## src/mqc_pkg.sv

```systemverilog
// ----------------------------------------------------------------------------
// mqc_pkg: shared types and constants
// Widths, codes and the quadrature transition table of the
// multi-channel quadrature counter.
// ----------------------------------------------------------------------------
`default_nettype none

package mqc_pkg;

    localparam int MAX_ENCODERS = 8;
    localparam int PORT_COUNT   = 3;
    localparam int COUNT_BITS   = 32;

    localparam int PORT_W     = 2;
    localparam int SAMPLE_W   = 8;
    localparam int PIN_W      = 3;
    localparam int MODE_W     = 2;
    localparam int ENC_IDX_W  = 3;
    localparam int POS_W      = 32;
    localparam int DIR_W      = 2;
    localparam int PORT_SEL_W = (PORT_COUNT > 1) ? $clog2(PORT_COUNT) : 1;

    localparam int ENC_COUNT_W  = 4;
    localparam int ENC_PORTS_W  = 16;
    localparam int ENC_PINS_W   = 24;
    localparam int ENC_MODES_W  = 16;
    localparam int CFG_IDX_W    = 3;
    localparam int CFG_DATA_W   = 24;

    localparam int QUEUE_DEPTH = 2;
    localparam int QUEUE_PTR_W = 1;
    localparam int QUEUE_CNT_W = 2;

    localparam logic signed [DIR_W-1:0] DIR_NONE = 2'sb00;
    localparam logic signed [DIR_W-1:0] DIR_FWD  = 2'sb01;
    localparam logic signed [DIR_W-1:0] DIR_BWD  = 2'sb11;

    typedef enum logic [MODE_W-1:0] {
        MODE_1X     = 2'd0,
        MODE_2X     = 2'd1,
        MODE_4X     = 2'd2,
        MODE_1X_ALT = 2'd3
    } mode_t;

    typedef enum logic [CFG_IDX_W-1:0] {
        REG_ENCODER_COUNT = 3'd0,
        REG_ENCODER_PORTS = 3'd1,
        REG_ENCODER_PIN_A = 3'd2,
        REG_ENCODER_PIN_B = 3'd3,
        REG_ENCODER_MODES = 3'd4
    } reg_index_t;

    typedef enum logic {
        BACK_IDLE,
        BACK_WALK
    } back_state_t;

    typedef struct packed {
        logic [ENC_COUNT_W-1:0] encoder_count;
        logic [ENC_PORTS_W-1:0] encoder_ports;
        logic [ENC_PINS_W-1:0]  encoder_pin_a;
        logic [ENC_PINS_W-1:0]  encoder_pin_b;
        logic [ENC_MODES_W-1:0] encoder_modes;
    } cfg_t;

    typedef struct packed {
        logic [PORT_W-1:0]   port;
        logic [SAMPLE_W-1:0] sample;
        logic [SAMPLE_W-1:0] diff;
    } sample_item_t;

    // 4x decode, key is {old A, old B, new A, new B}
    function automatic logic signed [DIR_W-1:0] step_lookup(input logic [3:0] key);
        logic signed [DIR_W-1:0] step;
        unique case (key)
            4'd1, 4'd7, 4'd8, 4'd14:  step = DIR_BWD;
            4'd2, 4'd4, 4'd11, 4'd13: step = DIR_FWD;
            default:                  step = DIR_NONE;
        endcase
        return step;
    endfunction

endpackage

`default_nettype wire

```

## src/mqc_queue.sv

```systemverilog
// ----------------------------------------------------------------------------
// mqc_queue: sample queue
// Short FIFO of changed port samples between front and back.
// ----------------------------------------------------------------------------
`default_nettype none

module mqc_queue
    import mqc_pkg::*;
(
    input  wire logic         clk,
    input  wire logic         rst_n,
    input  wire logic         push,
    input  wire sample_item_t push_item,
    output logic              full,
    input  wire logic         pop,
    output sample_item_t      pop_item,
    output logic              empty
);

    sample_item_t             slot_reg [QUEUE_DEPTH];
    logic [QUEUE_PTR_W-1:0]   wr_ptr_reg;
    logic [QUEUE_PTR_W-1:0]   rd_ptr_reg;
    logic [QUEUE_CNT_W-1:0]   fill_reg;
    logic [QUEUE_CNT_W-1:0]   fill_next;
    logic                     do_push;
    logic                     do_pop;

    assign full     = (fill_reg == QUEUE_CNT_W'(QUEUE_DEPTH));
    assign empty    = (fill_reg == '0);
    assign do_push  = push && !full;
    assign do_pop   = pop && !empty;
    assign pop_item = slot_reg[rd_ptr_reg];

    always_comb
    begin
        fill_next = fill_reg;
        if (do_push && !do_pop)
        begin
            fill_next = fill_reg + 1'b1;
        end
        else if (do_pop && !do_push)
        begin
            fill_next = fill_reg - 1'b1;
        end
    end

    always_ff @(posedge clk or negedge rst_n)
    begin
        if (!rst_n)
        begin
            wr_ptr_reg <= '0;
            rd_ptr_reg <= '0;
            fill_reg   <= '0;
        end
        else
        begin
            fill_reg <= fill_next;
            if (do_push)
            begin
                wr_ptr_reg <= wr_ptr_reg + 1'b1;
            end
            if (do_pop)
            begin
                rd_ptr_reg <= rd_ptr_reg + 1'b1;
            end
        end
    end

    always_ff @(posedge clk)
    begin
        if (do_push)
        begin
            slot_reg[wr_ptr_reg] <= push_item;
        end
    end

endmodule

`default_nettype wire

```

## config.mk

```make
export PLATFORM = sky130hd
export DESIGN_NAME = mqc_queue
export DESIGN_NICKNAME = d
export VERILOG_FILES = /design/src/mqc_pkg.sv /design/src/mqc_queue.sv
export SDC_FILE = /design/constraint.sdc
export NUM_CORES = 1
export LEC_CHECK = 0
export ABC_AREA = 1
export BUFFER_PORTS_ARGS = -buffer_cell sky130_fd_sc_hd__clkbuf_2
export CAP_MARGIN = 20
export CORE_UTILIZATION = 30
export CTS_BUF_LIST = sky130_fd_sc_hd__clkbuf_16
export CTS_CLUSTER_SIZE = 24
export DETAILED_ROUTE_END_ITERATION = 10
export GPL_ROUTABILITY_DRIVEN = 0
export PLACE_DENSITY = 0.52
export SYNTH_ARGS = -nofsm -noshare
export SYNTH_HDL_FRONTEND = slang
export SYNTH_SLANG_ARGS = --single-unit
```

## constraint.sdc

```tcl
create_clock -name clk -period 3.35 [get_ports clk]
set_input_delay 0.335 -clock clk [delete_from_list [all_inputs] [get_ports clk]]
set_output_delay 0.335 -clock clk [all_outputs]
set_load 0.1 [all_outputs]
```

==> run metrics, run 1 <==
Clk Latency, worst-skew pair=0.27 ns; Slew @ Worst Pin=0.994 ns; mux cell area share after synthesis=0; Residual DRC=0; clock-pin slew on the worst setup and hold paths=0.05 ns; global route overflow=0; Fin Setup TNS=0 ns; WP buf/inv=2; final setup fails=0; Final Hold Fails=0; initial core utilization=0.319; CTS Buf Count=5; cell total after placement=230; xor and xnor area share after synthesis=0.00570; antenna viol nets, final=0; share of the synthesized area in the top cell type=0.703; fin cells=239; initial antenna violation count=0; Post-CTS Setup Repair Bufs=0; CTS Sinks=40; commonest register cell after synthesis=edfxtp_1; Max-Cap Viols=0; max reg flops=36; Synth Cell Area=1540 sq um; internal reg-to-reg setup slack=1.53 ns; htree depth=2; via count=995; crit path capture=pop_item[3]; DR WL/cell=12.0 um; highest clock rate=437 MHz; drt pass-1 iters=4; hpwl dp=1960 um; Die Footprint=5420 sq um; Yosys cell types=15; WP depth=4; cells after synthesis=125; crit path DAT=1.95 ns; largest net degree at the start of global routing=21; CTS root buf=clkbuf_16; Cell Chain, Critical Path=inv_2, nand2_1, nand2_1, clkbuf_2; reg2reg path depth=2; Compound-Gate Fraction of Synth Area=0.00651; Slowest Stage Delay on Critical Path=0.78 ns; vias in the first global route=1065; CP required=3.01 ns; Worst Hold Class=input pin to flip-flop; largest family of logic cells by synthesized area=simple AND/OR/NAND/NOR gates; wirelength, routed=2870 um; Tot GR Track Use=0.118; element type at the critical path start=flip-flop; outcome=finished, final reports clean; nets=194; Setup crit end kind=output port; ANT cells=0; Clock Tree Buf Depth=2; Most Frequent Cell on Critical Path=nand2_1; Post-Synth Adder-Cell Area=0.00814; syn_area_per_cell=12.3 sq um; simple-gate share of the synthesized area=0.179; first-pass GRT wire length=4580 um; register area=1180 sq um; Layout area overhead=27.2%; Core Area=4820 sq um; Final Cycle Share=0.682; number of max-slew violations in the final report=0; r2r endpoint=slot_reg[1][15]$_DFFE_PP_; fin crit period=2.29 ns; CP startpoint=rd_ptr_reg$_DFFE_PN0P_; Ports=42; Post-synth EDFFs=36; die height=73.6 um; Crit path max-delay family=flip-flops; most frequent cell after synthesis=nand2_1; num rows=25; Crit Path Category=flip-flop to output port; peak fanout along the critical path=20; Synth Register Bits=40; fillers=496; CTS tree=built; multi-input logic area=309 sq um; sequential fraction of the synthesis area=0.768; top cells by area, synth=edfxtp_1, nand2_1, dfrtp_1; Clock Skews=0.00218 ns; Vias/cell=4.16; fraction of layout cells with a size suffix above 1=0.291; Worst path slowest cell=dfrtp_1; Synthesis Warnings=0; Post-Syn Nets=148; r2r startpoint=fill_reg[0]$_DFFE_PN0P_; Async SR Flop Fraction=0.100; Starting DRT DRC Count=33; Synth area leader=edfxtp_1; IO buf count=41; RSZ-0062 raised after global routing=false; Slew HR=0.336; Commonest cells post-synth=nand2_1, edfxtp_1, inv_1; die extent in x=73.6 um
## cell families after synthesis
logic type      count (synthesis)
compound gates                  2
xor+xnor                        1
fa+ha+maj                       1
buf+inv                        11
flops                          40
simple gates                   70
## placed cells by master, fill, tap and decap left out
cell type and n:
inv_1 9, dlygate4sd3_1 1, edfxtp_1 36, inv_2 1, nand3b_1 1, clkbuf_2 41, nand3_1 1, clkbuf_16 5
nor2_2 3, dfrtp_1 4, nand2_1 63, nand4_1 1, clkinv_1 1, ha_1 1, o21ai_0 2, xnor2_1 1
nor2_1 1
## what timing repair did
action / CTS / global route
gates resized for setup: 0 / 0
hold buffers: 1 / 0
setup endpoints to repair: 0 / 0
hold endpoints to repair: 4 / 0
## worst min-delay path by stage
stage | startpoint | endpoint | slack [ns] | depth (start not counted)
after global routing | push_item[9] | slot_reg[0][9]$_DFFE_PP_ | 0.24 | 1
after detailed placement | rst_n | fill_reg[1]$_DFFE_PN0P_ | 0.15 | 1
after CTS | push_item[12] | slot_reg[0][12]$_DFFE_PP_ | 0.24 | 1
after floorplan | rst_n | fill_reg[0]$_DFFE_PN0P_ | 0.04 | 0
final | push_item[1] | slot_reg[1][1]$_DFFE_PP_ | 0.25 | 1
after global placement | rst_n | fill_reg[1]$_DFFE_PN0P_ | 0.15 | 1
## metal layers
metal | share of wire | GRT usage | vias up
met1 | 0.42 | 0.131 | 455
met2 | 0.50 | 0.207 | 36
met3 | 0.061 | 0.0384 | 5
li1 | - | - | 499
met4 | 0.016 | 0.0513 | 0
met5 | 0 | 0 | -
## worst register-to-register path: cells and delay by family, from the launching register on
kind / cells / cell delay [ns]
flops: 1 / 0.47
simple gates: 1 / 0.78
compound gates: 1 / 0.18
## final cells by class
cell class	count	share of cell area
sequential	40	0.604
clock buffer	5	0.0640
timing repair buffer	42	0.110
inverter	8	0.0154
tap	67	0.0429
clock inverter	3	0.00576
multi-input combinational	74	0.158
## through the flow
stage / utilization / setup slack (ns) / area (sq um) / hold slack, ns
floorplan: - / 1.25 / 1540 / 0.0394
global placement: 0.376 / 1.34 / 1810 / 0.152
detailed placement: 0.376 / 1.29 / 1810 / 0.153
CTS: 0.406 / 0.990 / 1960 / 0.242
global route: 0.406 / 0.869 / 1960 / 0.245
finish: 0.406 / 1.06 / 1960 / 0.247
Power of run 1 is not shown: default switching activity piles up to over one toggle a cycle in this logic, so the estimate is an artifact.
==> run 2: changes to the inputs <==
Settings changed: ABC_AREA 1 to 0.
Clock period 3.35 ns to 2.2 ns, I/O delays scaled along.
==> run metrics, run 2 <==
outcome=finished, final reports clean (unchanged); Core Area=4850 sq um (was 4820 sq um); Final Cycle Share=0.903; via count=780 (was 995); antenna viol nets, final=0 (unchanged); Ports=42 (unchanged); sequential fraction of the synthesis area=0.764 (was 0.768); IO buf count=41 (unchanged); internal reg-to-reg setup slack=0.66 ns (was 1.53 ns); Vias/cell=4.04 (was 4.16); clock-pin slew on the worst setup and hold paths=0.05 ns (about the same); CP startpoint=rd_ptr_reg$_DFFE_PN0P_ (unchanged); Synth Register Bits=40 (unchanged); Synth area leader=edfxtp_1 (unchanged); Crit Path Category=flip-flop to output port (unchanged); Final Hold Fails=0 (unchanged); RSZ-0062 raised after global routing=false (unchanged); initial antenna violation count=0 (unchanged); element type at the critical path start=flip-flop (unchanged); peak fanout along the critical path=13 (was 20); number of max-slew violations in the final report=0 (unchanged); Slowest Stage Delay on Critical Path=0.70 ns (was 0.78 ns); Clk Latency, worst-skew pair=0.28 ns (was 0.27 ns); final setup fails=0 (unchanged); CTS tree=built (unchanged); htree depth=2 (unchanged); commonest non-fill, non-tap cell in the layout=edfxtp_1 (was nand2_1); drt pass-1 iters=4 (unchanged); Max-Cap Viols=0 (unchanged); Slew @ Worst Pin=0.566 ns (was 0.994 ns); CTS Sinks=40 (unchanged); Post-Syn Nets=98 (was 148); vias in the first global route=818 (was 1065); Clock Skews=0.00460 ns (was 0.00218 ns); reg2reg path depth=7 (was 2); Layout area overhead=38.2% (was 27.2%); global route overflow=0 (unchanged); WHS Endpoint=slot_reg[1][14]$_DFFE_PP_ (was slot_reg[1][1]$_DFFE_PP_); Yosys cell types=16 (was 15); initial core utilization=0.319 (about the same); highest clock rate=503 MHz; crit path DAT=1.77 ns (was 1.95 ns); most frequent cell after synthesis=edfxtp_1 (was nand2_1); wirelength, routed=2320 um (was 2870 um); Post-synth EDFFs=36 (unchanged); Fin Setup TNS=0 ns (unchanged); die height=73.8 um (was 73.6 um); Synthesis Warnings=0 (unchanged); Hold Crit Start=push_item[14] (was push_item[1]); die extent in x=73.8 um (was 73.6 um); Cell Chain, Critical Path=buf_4, mux2_4, buf_12 (was inv_2, nand2_1, nand2_1, clkbuf_2); most frequent cells in the layout=edfxtp_1, clkbuf_2, mux2_4, buf_12, mux2_2 (was nand2_1, clkbuf_2, edfxtp_1); commonest register cell after synthesis=edfxtp_1 (unchanged); num rows=25 (unchanged); CTS Buf Count=5 (unchanged); fraction of layout cells with a size suffix above 1=0.532 (was 0.291); r2r endpoint=fill_reg[1]$_DFFE_PN0P_ (was slot_reg[1][15]$_DFFE_PP_); r2r startpoint=fill_reg[0]$_DFFE_PN0P_ (unchanged); share of the synthesized area in the top cell type=0.700 (was 0.703); Post-CTS Setup Repair Bufs=0 (unchanged); Tot GR Track Use=0.102 (was 0.118); CTS root buf=clkbuf_16 (unchanged); syn_area_per_cell=20.6 sq um (was 12.3 sq um); ANT cells=0 (unchanged); top cells by area, synth=edfxtp_1, mux2_4, dfrtp_1 (was edfxtp_1, nand2_1, dfrtp_1); Starting DRT DRC Count=40 (was 33); nets=148 (was 194); cells after synthesis=75 (was 125); DR WL/cell=12.0 um (about the same); Clock Tree Buf Depth=2 (unchanged); Commonest cells post-synth=edfxtp_1, mux2_4, mux2_2 (was nand2_1, edfxtp_1, inv_1); Worst path slowest cell=dfrtp_1 (unchanged); Synth Cell Area=1550 sq um (was 1540 sq um); Die Footprint=5440 sq um (was 5420 sq um); Residual DRC=0 (unchanged); CP required=1.98 ns (was 3.01 ns); Worst Hold Class=input pin to flip-flop (unchanged); fin crit period=1.99 ns; max reg flops=36 (unchanged); hold depth=1 (unchanged); Slew HR=0.623 (was 0.336); Async SR Flop Fraction=0.100 (unchanged); Setup crit end kind=output port (unchanged); largest net degree at the start of global routing=19 (was 21); first-pass GRT wire length=3720 um (was 4580 um)
run 2: cell count changes after synthesis, moves of 5 or more:
cell / delta
mux2_2: +7
nand2_1: -62
mux2_4: +9
inv_1: -5
run 2: what timing repair did:
item / 4_1_cts / 5_1_grt
gates resized for setup: 0 / 0
hold buffers: 1 / 0
setup endpoints to repair: 0 / 0
endpoints found under the hold margin: 4 / 0
run 2: cell type report:
cell class                      count  area (sq um)
Sequential cell                    40          1180
Timing Repair Buffer               45           373
Multi-Input combinational cell     31           328
Inverter                            2          7.51
Tap cell                           67          83.8
Fill cell                         431          2710
Clock buffer                        5           125
Clock inverter                      3          37.5
run 2: layer usage:
metal	routed length (um)	share of wire	vias to the layer above	track usage
met5	0	0	-	0
met4	62	0.027	0	0.0641
met3	217	0.094	8	0.0535
met2	1080	0.47	36	0.152
met1	954	0.41	356	0.113
li1	-	-	380	-
run 2: how the worst max path moves through the flow:
stage,endpoint,slack [ns],depth (start not counted)
4_1_cts,pop_item[11],0.17,3
6_report,pop_item[11],0.21,3
3_3_place_gp,pop_item[11],0.49,3
5_1_grt,pop_item[11],0.1,3
2_1_floorplan,empty,0.31,1
3_5_place_dp,pop_item[11],0.47,3
run 2: critical path, delay by kind of cell (launching register included):
family | cells | cell delay [ns]
buffers and inverters | 2 | 0.46
DFF | 1 | 0.70
muxes | 1 | 0.33
run 2: kinds of logic (layout without fill, tap and decap cells):
logic type / count (synthesis) / in the layout / share of synthesized area
mux: 18 / 18 / 0.153
fa+ha+maj: 1 / 1 / 0.00810
simple gates: 6 / 6 / 0.0178
buf+inv: 4 / 55 / 0.0251
flops: 40 / 40 / 0.764
compound gates: 1 / 1 / 0.00324
xor+xnor: 5 / 5 / 0.0283
run 2: through the flow:
stage | hold WS, ns | instance area, sq um | cells | utilization | setup slack (ns)
2_1_floorplan | -0.0756 | 1550 | 75 | - | 0.307
3_3_place_gp | 0.0296 | 1960 | 184 | 0.405 | 0.492
3_5_place_dp | 0.0337 | 1960 | 184 | 0.405 | 0.474
4_1_cts | 0.123 | 2140 | 193 | 0.441 | 0.175
5_1_grt | 0.121 | 2140 | 193 | 0.441 | 0.0998
6_report | 0.130 | 2140 | 193 | 0.441 | 0.214
Power of run 2 is left out for the same reason.
==> run 3: changes to the inputs <==
==> constraint.sdc (replaced) <==
create_clock -name clk -period 2.2 [get_ports clk]
set_input_delay 0.11 -clock clk [delete_from_list [all_inputs] [get_ports clk]]
set_output_delay 0.11 -clock clk [all_outputs]
set_load 0.1 [all_outputs]
==> run metrics, run 3 (synthesized netlist as in run 2, its figures left out) <==
register area=1180 sq um (unchanged); clock-pin slew on the worst setup and hold paths=0.06 ns (was 0.05 ns); global route overflow=0 (unchanged); outcome=finished, final reports clean (unchanged); commonest non-fill, non-tap cell in the layout=edfxtp_1 (unchanged); Clock Skews=0.00322 ns (was 0.00460 ns); setup ws final=0.389 ns (was 0.214 ns); CTS root buf=clkbuf_16 (unchanged); via count=789 (was 780); CTS Sinks=40 (unchanged); Residual DRC=0 (unchanged); r2r startpoint=fill_reg[0]$_DFFE_PN0P_ (unchanged); Setup crit end kind=output port (unchanged); vias in the first global route=861 (was 818); routed wl met2=1210 um (was 1080 um); Metal-1 WL=957 um (was 954 um); number of max-slew violations in the final report=0 (unchanged); Starting DRT DRC Count=14 (was 40); fillers=445 (was 431); CTS Buf Count=5 (unchanged); most frequent cells in the layout=edfxtp_1, clkbuf_2, buf_4 (was edfxtp_1, clkbuf_2, mux2_4, buf_12, mux2_2); fin crit period=1.81 ns (was 1.99 ns); Slew @ Worst Pin=0.554 ns (was 0.566 ns); Clk Latency, worst-skew pair=0.28 ns (about the same); internal reg-to-reg setup slack=0.67 ns (was 0.66 ns); Clock Tree Buf Depth=2 (unchanged); wirelength, routed=2410 um (was 2320 um); drt pass-1 iters=2 (was 4); Layout area overhead=32.1% (was 38.2%); DR WL/cell=12.5 um (was 12.0 um); Slew HR=0.632 (was 0.623); Cell Chain, Critical Path=mux2_2, clkbuf_2 (was buf_4, mux2_4, buf_12); initial core utilization=0.319 (unchanged); Highest Signal Layer=met4 (unchanged); fraction of layout cells with a size suffix above 1=0.548 (was 0.532); Vias/cell=4.09 (was 4.04); Worst path slowest cell=dfrtp_1 (unchanged); highest clock rate=552 MHz (was 503 MHz); nets=148 (unchanged); final setup fails=0 (unchanged); die extent in x=73.8 um (unchanged); initial antenna violation count=0 (unchanged); crit path DAT=1.70 ns (was 1.77 ns); die height=73.8 um (unchanged); Die Footprint=5440 sq um (unchanged); Fin Setup TNS=0 ns (unchanged); Tot GR Track Use=0.100 (was 0.102); htree depth=2 (unchanged); Crit Path Category=flip-flop to output port (unchanged); max reg flops=36 (unchanged); Hold Crit Start=push_item[7] (was push_item[14]); Ports=42 (unchanged); Final Cycle Share=0.823 (was 0.903); CP required=2.09 ns (was 1.98 ns); hold depth=1 (unchanged); Crit path max-delay family=flip-flops (unchanged); RSZ-0062 raised after global routing=false (unchanged); Setup WS pre-CTS=0.658 ns (was 0.474 ns); Slowest Stage Delay on Critical Path=0.66 ns (was 0.70 ns); reg2reg path depth=7 (unchanged); WHS Endpoint=slot_reg[0][7]$_DFFE_PP_ (was slot_reg[1][14]$_DFFE_PP_); Core Area=4850 sq um (unchanged); DR WL met3=222 um (was 217 um); largest net degree at the start of global routing=19 (unchanged); worst hold margin=0.0215 ns (was 0.130 ns); IO buf count=41 (unchanged); antenna viol nets, final=0 (unchanged); multi-input logic area=328 sq um (unchanged); CTS tree=built (unchanged); element type at the critical path start=flip-flop (unchanged); peak fanout along the critical path=11 (was 13); Post-CTS Setup Repair Bufs=0 (unchanged); first-pass GRT wire length=3830 um (was 3720 um); num rows=25 (unchanged); ANT cells=0 (unchanged); hpwl dp=1640 um; Worst Hold Class=input pin to flip-flop (unchanged); Max-Cap Viols=0 (unchanged); WP buf/inv=1 (was 2); Final Hold Fails=0 (unchanged); r2r endpoint=fill_reg[1]$_DFFE_PN0P_ (unchanged)
run 3: cell types whose count changed in the layout (fill, tap and decap cells not counted):
cell        before  now
buf_4            3   11
clkinv_1         2    0
buf_12           9    1
clkinvlp_4       0    1
clkinv_2         0    1
run 3: per-layer routing:
metal,track usage,up-vias
met5,0,-
met4,0.0449,0
met3,0.0494,4
met2,0.170,35
met1,0.104,369
li1,-,381
run 3: layout make-up:
class,count,share of cell area
Clock buffer,5,0.0613
Clock inverter,3,0.0208
Inverter,2,0.00368
Multi-Input combinational cell,31,0.161
Sequential cell,40,0.579
Tap cell,67,0.0411
Timing Repair Buffer,45,0.134
run 3: worst max path at each step:
stage / from / to / depth (start not counted)
2_1_floorplan: fill_reg[0]$_DFFE_PN0P_ / slot_reg[0][0]$_DFFE_PP_ / 3
3_3_place_gp: rd_ptr_reg$_DFFE_PN0P_ / pop_item[16] / 2
3_5_place_dp: rd_ptr_reg$_DFFE_PN0P_ / pop_item[1] / 2
4_1_cts: rd_ptr_reg$_DFFE_PN0P_ / pop_item[1] / 2
5_1_grt: rd_ptr_reg$_DFFE_PN0P_ / pop_item[12] / 2
6_report: rd_ptr_reg$_DFFE_PN0P_ / pop_item[1] / 2
run 3: worst register-to-register path: cells and delay by family (launching register included):
family	cells	cell delay, ns
XOR/XNOR	2	0.30
buffers and inverters	1	0.06
AND/OR/NAND/NOR	3	0.46
flip-flops	1	0.43
adder cells (fa/ha/maj)	1	0.20
run 3: what timing repair did:
| action | CTS | global route |
|---|---|---|
| hold endpoints to repair | 4 | 0 |
| gates resized for setup | 0 | 0 |
| hold buffers | 1 | 0 |
run 3: stage by stage:
| step | instance area [sq um] | cells | util |
|---|---|---|---|
| 3_3_place_gp | 1860 | 184 | 0.384 |
| 3_5_place_dp | 1860 | 184 | 0.384 |
| 4_1_cts | 2040 | 193 | 0.421 |
| 2_1_floorplan | 1550 | 75 | - |
| 5_1_grt | 2040 | 193 | 0.421 |
| 6_report | 2040 | 193 | 0.421 |
Power of run 3 is left out for the same reason.
